**config.mk**
```make
export PLATFORM = sky130hd
export DESIGN_NAME = tx_queue_least_loaded_select
export DESIGN_NICKNAME = d
export VERILOG_FILES = /design/src/design/tqls_pkg.sv /design/src/design/tx_queue_least_loaded_select.sv
export SDC_FILE = /design/constraint.sdc
export NUM_CORES = 1
export LEC_CHECK = 0
export BUFFER_PORTS_ARGS = -buffer_cell sky130_fd_sc_hd__buf_2
export CAP_MARGIN = 20
export CORE_MARGIN = 2
export CORE_UTILIZATION = 57
export CTS_BUF_LIST = sky130_fd_sc_hd__clkbuf_16
export CTS_CLUSTER_DIAMETER = 120
export DETAILED_ROUTE_END_ITERATION = 10
export PLACE_DENSITY = 0.87
export SYNTH_ARGS = -nofsm -noshare
export SYNTH_HDL_FRONTEND = slang
export SYNTH_SLANG_ARGS = --single-unit
export TNS_END_PERCENT = 10
```
**constraint.sdc**
```tcl
create_clock -name clk_i -period 6.1 [get_ports clk_i]
set_clock_uncertainty 0.1 [all_clocks]
set_input_delay 0.305 -clock clk_i [delete_from_list [all_inputs] [get_ports clk_i]]
set_output_delay 0.305 -clock clk_i [all_outputs]
set_load 0.05 [all_outputs]
```
**src/design/tqls_pkg.sv**
```systemverilog
// Shared types and constants for the least-loaded transmit queue selector.
`default_nettype none

package tqls_pkg;

  // Field widths fixed by the item format.
  localparam int unsigned QueueW   = 6;
  localparam int unsigned CountW   = 16;
  localparam int unsigned BestW    = CountW + 1;
  localparam int unsigned LiveW    = 7;
  localparam int unsigned CfgIdxW  = 2;
  localparam int unsigned CfgDataW = 7;

  // Largest number of transmit queues the system supports.
  localparam int unsigned MaxQueues = 64;
  localparam int unsigned MaxQW     = 11;

  // Running minimum starts above any real count.
  localparam logic [BestW-1:0] CountSentinel = {BestW{1'b1}};
  // A queue holding more than this many flows is shared.
  localparam logic [CountW-1:0] SharedLimit = CountW'(1);
  // Reset value of the live queue count.
  localparam logic [LiveW-1:0] LiveReset = LiveW'(64);

  // Selection algorithm codes; the unused code behaves as hash.
  typedef enum logic [1:0] {
    ALG_HASH     = 2'd0,
    ALG_EVEN     = 2'd1,
    ALG_OVERFLOW = 2'd2
  } alg_e;

  // Configuration register indexes.
  typedef enum logic [CfgIdxW-1:0] {
    CFG_ALGORITHM    = 2'd0,
    CFG_SEGMENT_SHARED = 2'd1,
    CFG_LIVE_QUEUES  = 2'd2
  } cfg_idx_e;

  // Item kinds, on the input and on the result.
  typedef enum logic {
    ACT_SELECT  = 1'b0,
    ACT_SEGMENT = 1'b1
  } action_e;

  // One result word.
  typedef struct packed {
    logic              answer_kind;
    logic [QueueW-1:0] chosen_queue;
    logic              choice_valid;
    logic              needs_segment;
  } result_t;

endpackage

`default_nettype wire

```
**src/design/tx_queue_least_loaded_select.sv**
```systemverilog
// A result word is registered in the output queue when its item is accepted.
// Throughput: one item per cycle; a two-word output queue lets input continue while
// one result waits, so input stalls only when two results are waiting.
// Reset clears the configuration to its defaults, the running minimum, and the output queue.
// The selection state is one compare per item, so candidates stream back to back.
// Top level of the least-loaded transmit queue selector.
`default_nettype none

module tx_queue_least_loaded_select (
  input  wire logic                            clk_i,
  input  wire logic                            rst_ni,
  // Configuration write channel.
  input  wire logic                            cfg_valid_i,
  output      logic                            cfg_ready_o,
  input  wire logic [tqls_pkg::CfgIdxW-1:0]    cfg_index_i,
  input  wire logic [tqls_pkg::CfgDataW-1:0]   cfg_data_i,
  // Input item channel.
  input  wire logic                            in_valid_i,
  output      logic                            in_ready_o,
  input  wire logic                            action_i,
  input  wire logic [tqls_pkg::QueueW-1:0]     queue_number_i,
  input  wire logic [tqls_pkg::CountW-1:0]     pending_count_i,
  input  wire logic                            is_overflow_queue_i,
  input  wire logic                            last_candidate_i,
  // Result channel.
  output      logic                            out_valid_o,
  input  wire logic                            out_ready_i,
  output      logic                            answer_kind_o,
  output      logic [tqls_pkg::QueueW-1:0]     chosen_queue_o,
  output      logic                            choice_valid_o,
  output      logic                            needs_segment_o
);

  // Configuration registers.
  logic [1:0]                   algorithm_q;
  logic                         seg_shared_q;
  logic [tqls_pkg::LiveW-1:0]   live_count_q;

  // Running selection state.
  logic [tqls_pkg::QueueW-1:0]  best_queue_q, best_queue_d;
  logic [tqls_pkg::BestW-1:0]   best_count_q, best_count_d;
  logic                         empty_found_q, empty_found_d;

  // Output queue, two words deep.
  tqls_pkg::result_t            fifo_q [2];
  logic                         wr_ptr_q, rd_ptr_q;
  logic [1:0]                   fill_q, fill_d;

  logic                         in_fire;
  logic                         out_fire;
  logic                         push;
  tqls_pkg::result_t            res;

  logic [tqls_pkg::QueueW-1:0]  upd_queue;
  logic                         upd_empty;
  logic [tqls_pkg::QueueW-1:0]  pick;
  logic                         have;
  logic                         seg;

  assign cfg_ready_o = 1'b1;
  assign in_ready_o  = (fill_q != 2'd2);
  assign in_fire     = in_valid_i & in_ready_o;
  assign out_valid_o = (fill_q != 2'd0);
  assign out_fire    = out_valid_o & out_ready_i;

  // Configuration writes; an index beyond the list is ignored.
  always_ff @(posedge clk_i or negedge rst_ni) begin
    if (!rst_ni) begin
      algorithm_q  <= tqls_pkg::ALG_HASH;
      seg_shared_q <= 1'b0;
      live_count_q <= tqls_pkg::LiveReset;
    end else if (cfg_valid_i) begin
      case (tqls_pkg::cfg_idx_e'(cfg_index_i))
        tqls_pkg::CFG_ALGORITHM:      algorithm_q  <= cfg_data_i[1:0];
        tqls_pkg::CFG_SEGMENT_SHARED: seg_shared_q <= cfg_data_i[0];
        tqls_pkg::CFG_LIVE_QUEUES:    live_count_q <= cfg_data_i;
        default: ;
      endcase
    end
  end

  // Candidate compare, pick and segmentation answer.
  always_comb begin
    // The running minimum including the current candidate.
    upd_queue = best_queue_q;
    if ({1'b0, pending_count_i} < best_count_q) begin
      upd_queue = queue_number_i;
    end
    upd_empty = empty_found_q | (pending_count_i == '0);

    case (tqls_pkg::alg_e'(algorithm_q))
      tqls_pkg::ALG_EVEN: begin
        pick = upd_queue;
        have = 1'b1;
      end
      tqls_pkg::ALG_OVERFLOW: begin
        pick = upd_empty ? upd_queue : queue_number_i;
        have = 1'b1;
      end
      default: begin
        pick = '0;
        have = 1'b0;
      end
    endcase
    // Picks beyond the live queues or the system limit are invalid.
    if ({1'b0, pick} >= live_count_q ||
        tqls_pkg::MaxQW'(pick) >= tqls_pkg::MaxQW'(tqls_pkg::MaxQueues)) begin
      have = 1'b0;
    end

    seg = (tqls_pkg::alg_e'(algorithm_q) == tqls_pkg::ALG_OVERFLOW) ? is_overflow_queue_i
                                                                    : 1'b0;
    if (seg_shared_q && pending_count_i > tqls_pkg::SharedLimit) begin
      seg = 1'b1;
    end

    // Result word and state update.
    res          = '0;
    push         = 1'b0;
    best_queue_d = best_queue_q;
    best_count_d = best_count_q;
    empty_found_d = empty_found_q;
    if (in_fire) begin
      if (action_i == tqls_pkg::ACT_SEGMENT) begin
        push              = 1'b1;
        res.answer_kind   = tqls_pkg::ACT_SEGMENT;
        res.needs_segment = seg;
      end else if (last_candidate_i) begin
        push              = 1'b1;
        res.answer_kind   = tqls_pkg::ACT_SELECT;
        res.chosen_queue  = have ? pick : '0;
        res.choice_valid  = have;
        best_queue_d      = '0;
        best_count_d      = tqls_pkg::CountSentinel;
        empty_found_d     = 1'b0;
      end else begin
        best_queue_d  = upd_queue;
        empty_found_d = upd_empty;
        if ({1'b0, pending_count_i} < best_count_q) begin
          best_count_d = {1'b0, pending_count_i};
        end
      end
    end

    fill_d = fill_q + {1'b0, push} - {1'b0, out_fire};
  end

  // Selection state registers.
  always_ff @(posedge clk_i or negedge rst_ni) begin
    if (!rst_ni) begin
      best_queue_q  <= '0;
      best_count_q  <= tqls_pkg::CountSentinel;
      empty_found_q <= 1'b0;
    end else begin
      best_queue_q  <= best_queue_d;
      best_count_q  <= best_count_d;
      empty_found_q <= empty_found_d;
    end
  end

  // Output queue pointers and fill level.
  always_ff @(posedge clk_i or negedge rst_ni) begin
    if (!rst_ni) begin
      wr_ptr_q <= 1'b0;
      rd_ptr_q <= 1'b0;
      fill_q   <= 2'd0;
    end else begin
      fill_q <= fill_d;
      if (push) begin
        wr_ptr_q <= ~wr_ptr_q;
      end
      if (out_fire) begin
        rd_ptr_q <= ~rd_ptr_q;
      end
    end
  end

  // Output queue storage.
  always_ff @(posedge clk_i) begin
    if (push) begin
      fifo_q[wr_ptr_q] <= res;
    end
  end

  assign answer_kind_o   = fifo_q[rd_ptr_q].answer_kind;
  assign chosen_queue_o  = fifo_q[rd_ptr_q].chosen_queue;
  assign choice_valid_o  = fifo_q[rd_ptr_q].choice_valid;
  assign needs_segment_o = fifo_q[rd_ptr_q].needs_segment;

endmodule

`default_nettype wire
```
## Word level (Yosys, flattened, before mapping)

Memories as Yosys holds them, arrays and structs flattened.
Index checks and enable logic that the tools add are counted.

| operators by class | value |
|---|---|
| muxes and demuxes | 22 |
| reductions and logical operators | 11 |
| order comparisons | 3 |
| equal/unequal tests | 5 |
| add/sub/neg operators | 2 |
| bitwise operators | 6 |

Operator list:

| operator | number |
|---|---|
| two-way mux 17 bit | 2 |
| two-way mux 6 bit | 4 |
| less-than comparator 16 x 17 -> 1 bit | 1 |
| > comparator 16 x 1 -> 1 bit (second input constant) | 1 |
| zero test 16 bit | 1 |
| two-way mux 7 bit | 2 |
| two-way mux 1 bit | 12 |
| one-hot mux 6 bit (2 select lines) | 1 |
| two-way mux 9 bit | 1 |
| AND reduction 2 bit | 4 |
| greater-or-equal comparator 6 x 7 -> 1 bit | 1 |
| equality test 2 x 1 -> 1 bit (second input constant) | 2 |
| equality test 2 bit (second input constant) | 2 |
| nonzero test 2 bit | 2 |
| NOT 1 bit | 3 |
| AND reduction 3 bit | 1 |
| adder 2 x 1 -> 2 bit | 1 |
| AND 1 bit | 2 |
| zero test 2 bit | 1 |
| inequality test 2 bit (second input constant) | 1 |
| OR reduction 2 bit | 1 |
| subtractor 2 x 1 -> 2 bit | 1 |
| logical AND 1 bit | 1 |
| bitwise OR 1 bit | 1 |

| word-level totals | value |
|---|---|
| RAM bits | 18 |
| flip-flop bits (word level) | 38 |
| memories kept | 1 |
| input bits | 39 |

Memory list:

| name | depth | bits a word | rd ports | clocked after Yosys merged registers in | wr ports | RTL line | source |
|---|---|---|---|---|---|---|---|
| fifo_q | 2 | 9 | 1 | 0 | 1 | tx_queue_least_loaded_select.sv:45 | `tqls_pkg::result_t fifo_q [2];` |

## Longest topological paths before layout

| depth | value |
|---|---|
| depth after elaboration | 10 |
| gate-level depth with buffers | 14 |

## Worst setup path after synthesis

No wires, ideal clock.

| timing path | value |
|---|---|
| path kind | register -> register |
| from | register best_count_q[14] (netlist bit) |
| to | memory fifo_q[0][7] (netlist bit) (data pin) |
| data arrival time | 4.000 ns |
| library setup time | 0.242 ns |
| stages on the path, launching flop included | 15 |
| buffers on the path | 1 |
| path slack | 1.758 ns |
| clock period less this slack | 4.342 ns |
| path through | dfstp_2 -> inv_1 -> ha_1 -> a211oi_1 -> o22ai_1 -> a2111oi_4 -> buf_2 -> nor4_1 -> a2111oi_2 -> ha_1 -> a211o_1 -> a31oi_1 -> nor3_1 -> or4_1 -> a2111oi_0 |

RTL lines:

| item | RTL line | source |
|---|---|---|
| start, declared | tx_queue_least_loaded_select.sv:41 | `logic [tqls_pkg::BestW-1:0] best_count_q, best_count_d;` |
| start signal, assigned | tx_queue_least_loaded_select.sv:152 | `best_count_q <= tqls_pkg::CountSentinel;` |
| start signal, assigned | tx_queue_least_loaded_select.sv:156 | `best_count_q <= best_count_d;` |
| end, declared | tx_queue_least_loaded_select.sv:45 |  |

==> results.ini <==
[cts]
cts_tree = built
post_cts_buffers = 0
clock_latency_ns = 0.30
cts_inserted_buffers = 5
holdBufCountCts = 0
post_cts_resized = 0
clock_sinks = 56
clk_pin_slew_worst_paths_ns = 0.07
cts_buffer_depth = 2
htree_levels = 2
clock-root-buffer = clkbuf_16

[sta]
fmax_mhz = 197
timing.final.crit_share = 0.834
setup_viol = 0
rsz0062_at_grt = false
final_hold_viol_count = 0
final_max_slew_viol_count = 0
setup_tns_ns = 0
worst_pin_slew_ns = 0.852
timing.final.crit_period_ns = 5.09
slew_headroom = 0.432

[cells_and_area]
regArea_um2 = 1510
area_growth_pct = 14.2
stdcell_count = 408
multi_input_area_um2 = 1540
finish.net_count = 399
num-fill-cells = 413
fin_area_um2 = 3700
antenna_cells = 0
drive_gt1_frac = 0.336

[critical_path]
crit_family = compound AO/OA/AOI/OAI gates
cp_slowest_cell = a2111oi_4
path_max_fanout = 14
cpPeakStageDelay_ns = 0.70
crit_type = reg -> reg
path_buf_inv = 1
startpoint_type = flip-flop
path_common_cell = ha_1
worstPathArrival_ns = 5.01
cp_cell_sequence = inv_1 -> ha_1 -> a211oi_1 -> o22ai_1 -> a2111oi_4 -> or3b_1 -> a2111oi_2 -> ha_1 -> a211o_1 -> a31oi_1 -> nor3_1 -> or4_1 -> a2111oi_0
worstPathRequired_ns = 6.03
cp-end-kind = flip-flop

[power_and_ir_drop]
p_leak_nw = 1.63
clock_power_share = 0.201
power-per-cell-area_nw_per_um2 = 444
switching_share = 0.388
p_sw_mw = 0.638
seqPwrFrac = 0.384
peakVddDrop_uv = 238
p_int_mw = 1.01
combPwrFrac = 0.414

[synth]
synth_top_area_frac = 0.167
synth.top_cells.by_area = edfxtp_1 17%, dfrtp_1 15%, dfstp_2 15%
synth-main-ff-cell = dfrtp_1
synthSimpleGateAreaFrac = 0.119
synthArstFlopShare = 0.679
yosys.area_share.adder = 0.0965
synthCells = 289
synth_mux_area_frac = 0.0590
synth_common_cells = 37 x inv_1, 25 x ha_1, 20 x dfrtp_1
synth_cell_types = 52
synth_compound_area_frac = 0.188
synth_area_um2 = 3240
synth_top_family_by_area = compound AO/OA/AOI/OAI gates
ys_seq_elements = 56
seq_area_frac_synth = 0.467
post_synth_xor_area_fraction = 0.0108
syn_nets = 353
synth.largest_area_cell = edfxtp_1
synth_warnings = 0
avgSynthCellArea_um2 = 11.2
synth_most_common_cell = inv_1
synth_edf_count = 18

[route]
drt_iter0_drc = 156
wl_um = 6700
via_count = 2436
drtAntennaViolNets = 0
wire_per_inst_um = 16.4
first_pass_iters = 4
routed_via_density = 5.97
drc = 0

[die]
fp.dieH_um = 79.4
die-area_um2 = 6310
ioPinCount = 51
core_um2 = 5510
row_count = 27
start_util = 0.589
fp.dieW_um = 79.4

[place]
gp_congestion = 0.810
hpwl_um = 5010
place_inst = 400
place_area_um2 = 3530
io_buffers = 49

[job]
maxCapViolations = 0

[min_path]
hold_class = in -> async

[global_route]
grt-ovfl-total = 0
antenna_found_initial = 0
grt_pass1_vias = 2385
grt.total_usage = 0.230
grt_max_degree = 39
grt_pass1_wl_um = 11100

[outcome]
status = completed

==> metrics by stage <==
stage	power, mW	hold slack (ns)	setup slack [ns]	utilization
floorplan	1.16	-0.0906	1.76	-
global placement	1.28	0.359	1.32	0.641
detailed placement	1.32	0.364	1.08	0.641
CTS	1.65	0.0447	1.07	0.673
global route	1.75	0.0788	0.614	0.673
finish	1.64	0.0179	1.01	0.673
==> worst paths after layout <==
path	endpoint	slack, ns	start	cells past startpoint
worst max-delay path	fifo_q[1][7]$_DFFE_PP_	1.01	best_count_q[14]$_DFFE_PN1P_	13
worst min-delay path	best_queue_q[0]$_DFFE_PN0P_	0.02	rst_ni	1
worst max register to register	fifo_q[1][7]$_DFFE_PP_	1.01	best_count_q[14]$_DFFE_PN1P_	13
worst min register to register	best_count_q[16]$_DFFE_PN1P_	0.37	best_count_q[16]$_DFFE_PN1P_	2
max in group asynchronous	best_queue_q[3]$_DFFE_PN0P_	5.34	rst_ni	1
min in group clk_i	algorithm_q[1]$_DFFE_PN0P_	0.13	cfg_data_i[1]	3
==> final cells by class <==
type	instances	area share
multi-input cells	185	0.415
flip-flops and latches	56	0.409
repair buffers	50	0.0682
inverters	37	0.0375
clock buffers	5	0.0338
well taps	72	0.0243
clock inverters	3	0.0128
==> cell usage in the layout (no fill, tap or decap), types with 7 or more instances in the layout <==
master and n:
ha_1 25, a2111oi_2 9, nor2_1 12, a21oi_1 10, inv_1 37, o21ai_0 10, nor4_1 8, buf_2 49
mux2_2 17, dfstp_2 18, edfxtp_1 18, o22a_1 11, nand2_1 13, dfrtp_1 20, nor3_1 7, o22ai_1 7
==> state kept, by name (all words and copies together) (netlist names) <==
register and cells:
empty_found_q 1, best_queue_q 6, live_count_q 7, algorithm_q 2, rd_ptr_q 1, fifo_q 18, best_count_q 17, seg_shared_q 1
wr_ptr_q 1, fill_q 2
==> worst reg2reg max path: cells and delay by family, from the launching register on <==
family / cells / cell delay [ns]
fa+ha+maj: 2 / 0.61
simple gates: 3 / 1.26
buf+inv: 1 / 0.04
compound gates: 7 / 2.30
flops: 1 / 0.53
==> power by group through the flow <==
stage / Clock, mW / Combinational [mW] / Sequential [mW]
after floorplan: 0 / 0.555 / 0.605
after global placement: 0 / 0.647 / 0.630
after detailed placement: 0 / 0.674 / 0.641
after CTS: 0.335 / 0.681 / 0.633
after global routing: 0.356 / 0.745 / 0.650
final: 0.331 / 0.681 / 0.632
==> layer usage <==
metal	vias to the layer above	track usage	wire (µm)
met5	-	0	0
met4	0	0.0845	120
met3	11	0.0452	329
met2	73	0.372	3340
met1	1180	0.309	2910
li1	1172	-	-
==> kinds of logic after synthesis <==
group	Yosys count
flops	56
buf+inv	48
mux	17
compound gates	72
xor+xnor	4
simple gates	66
fa+ha+maj	25
other cells	1
(Power assumes the default switching activity.)
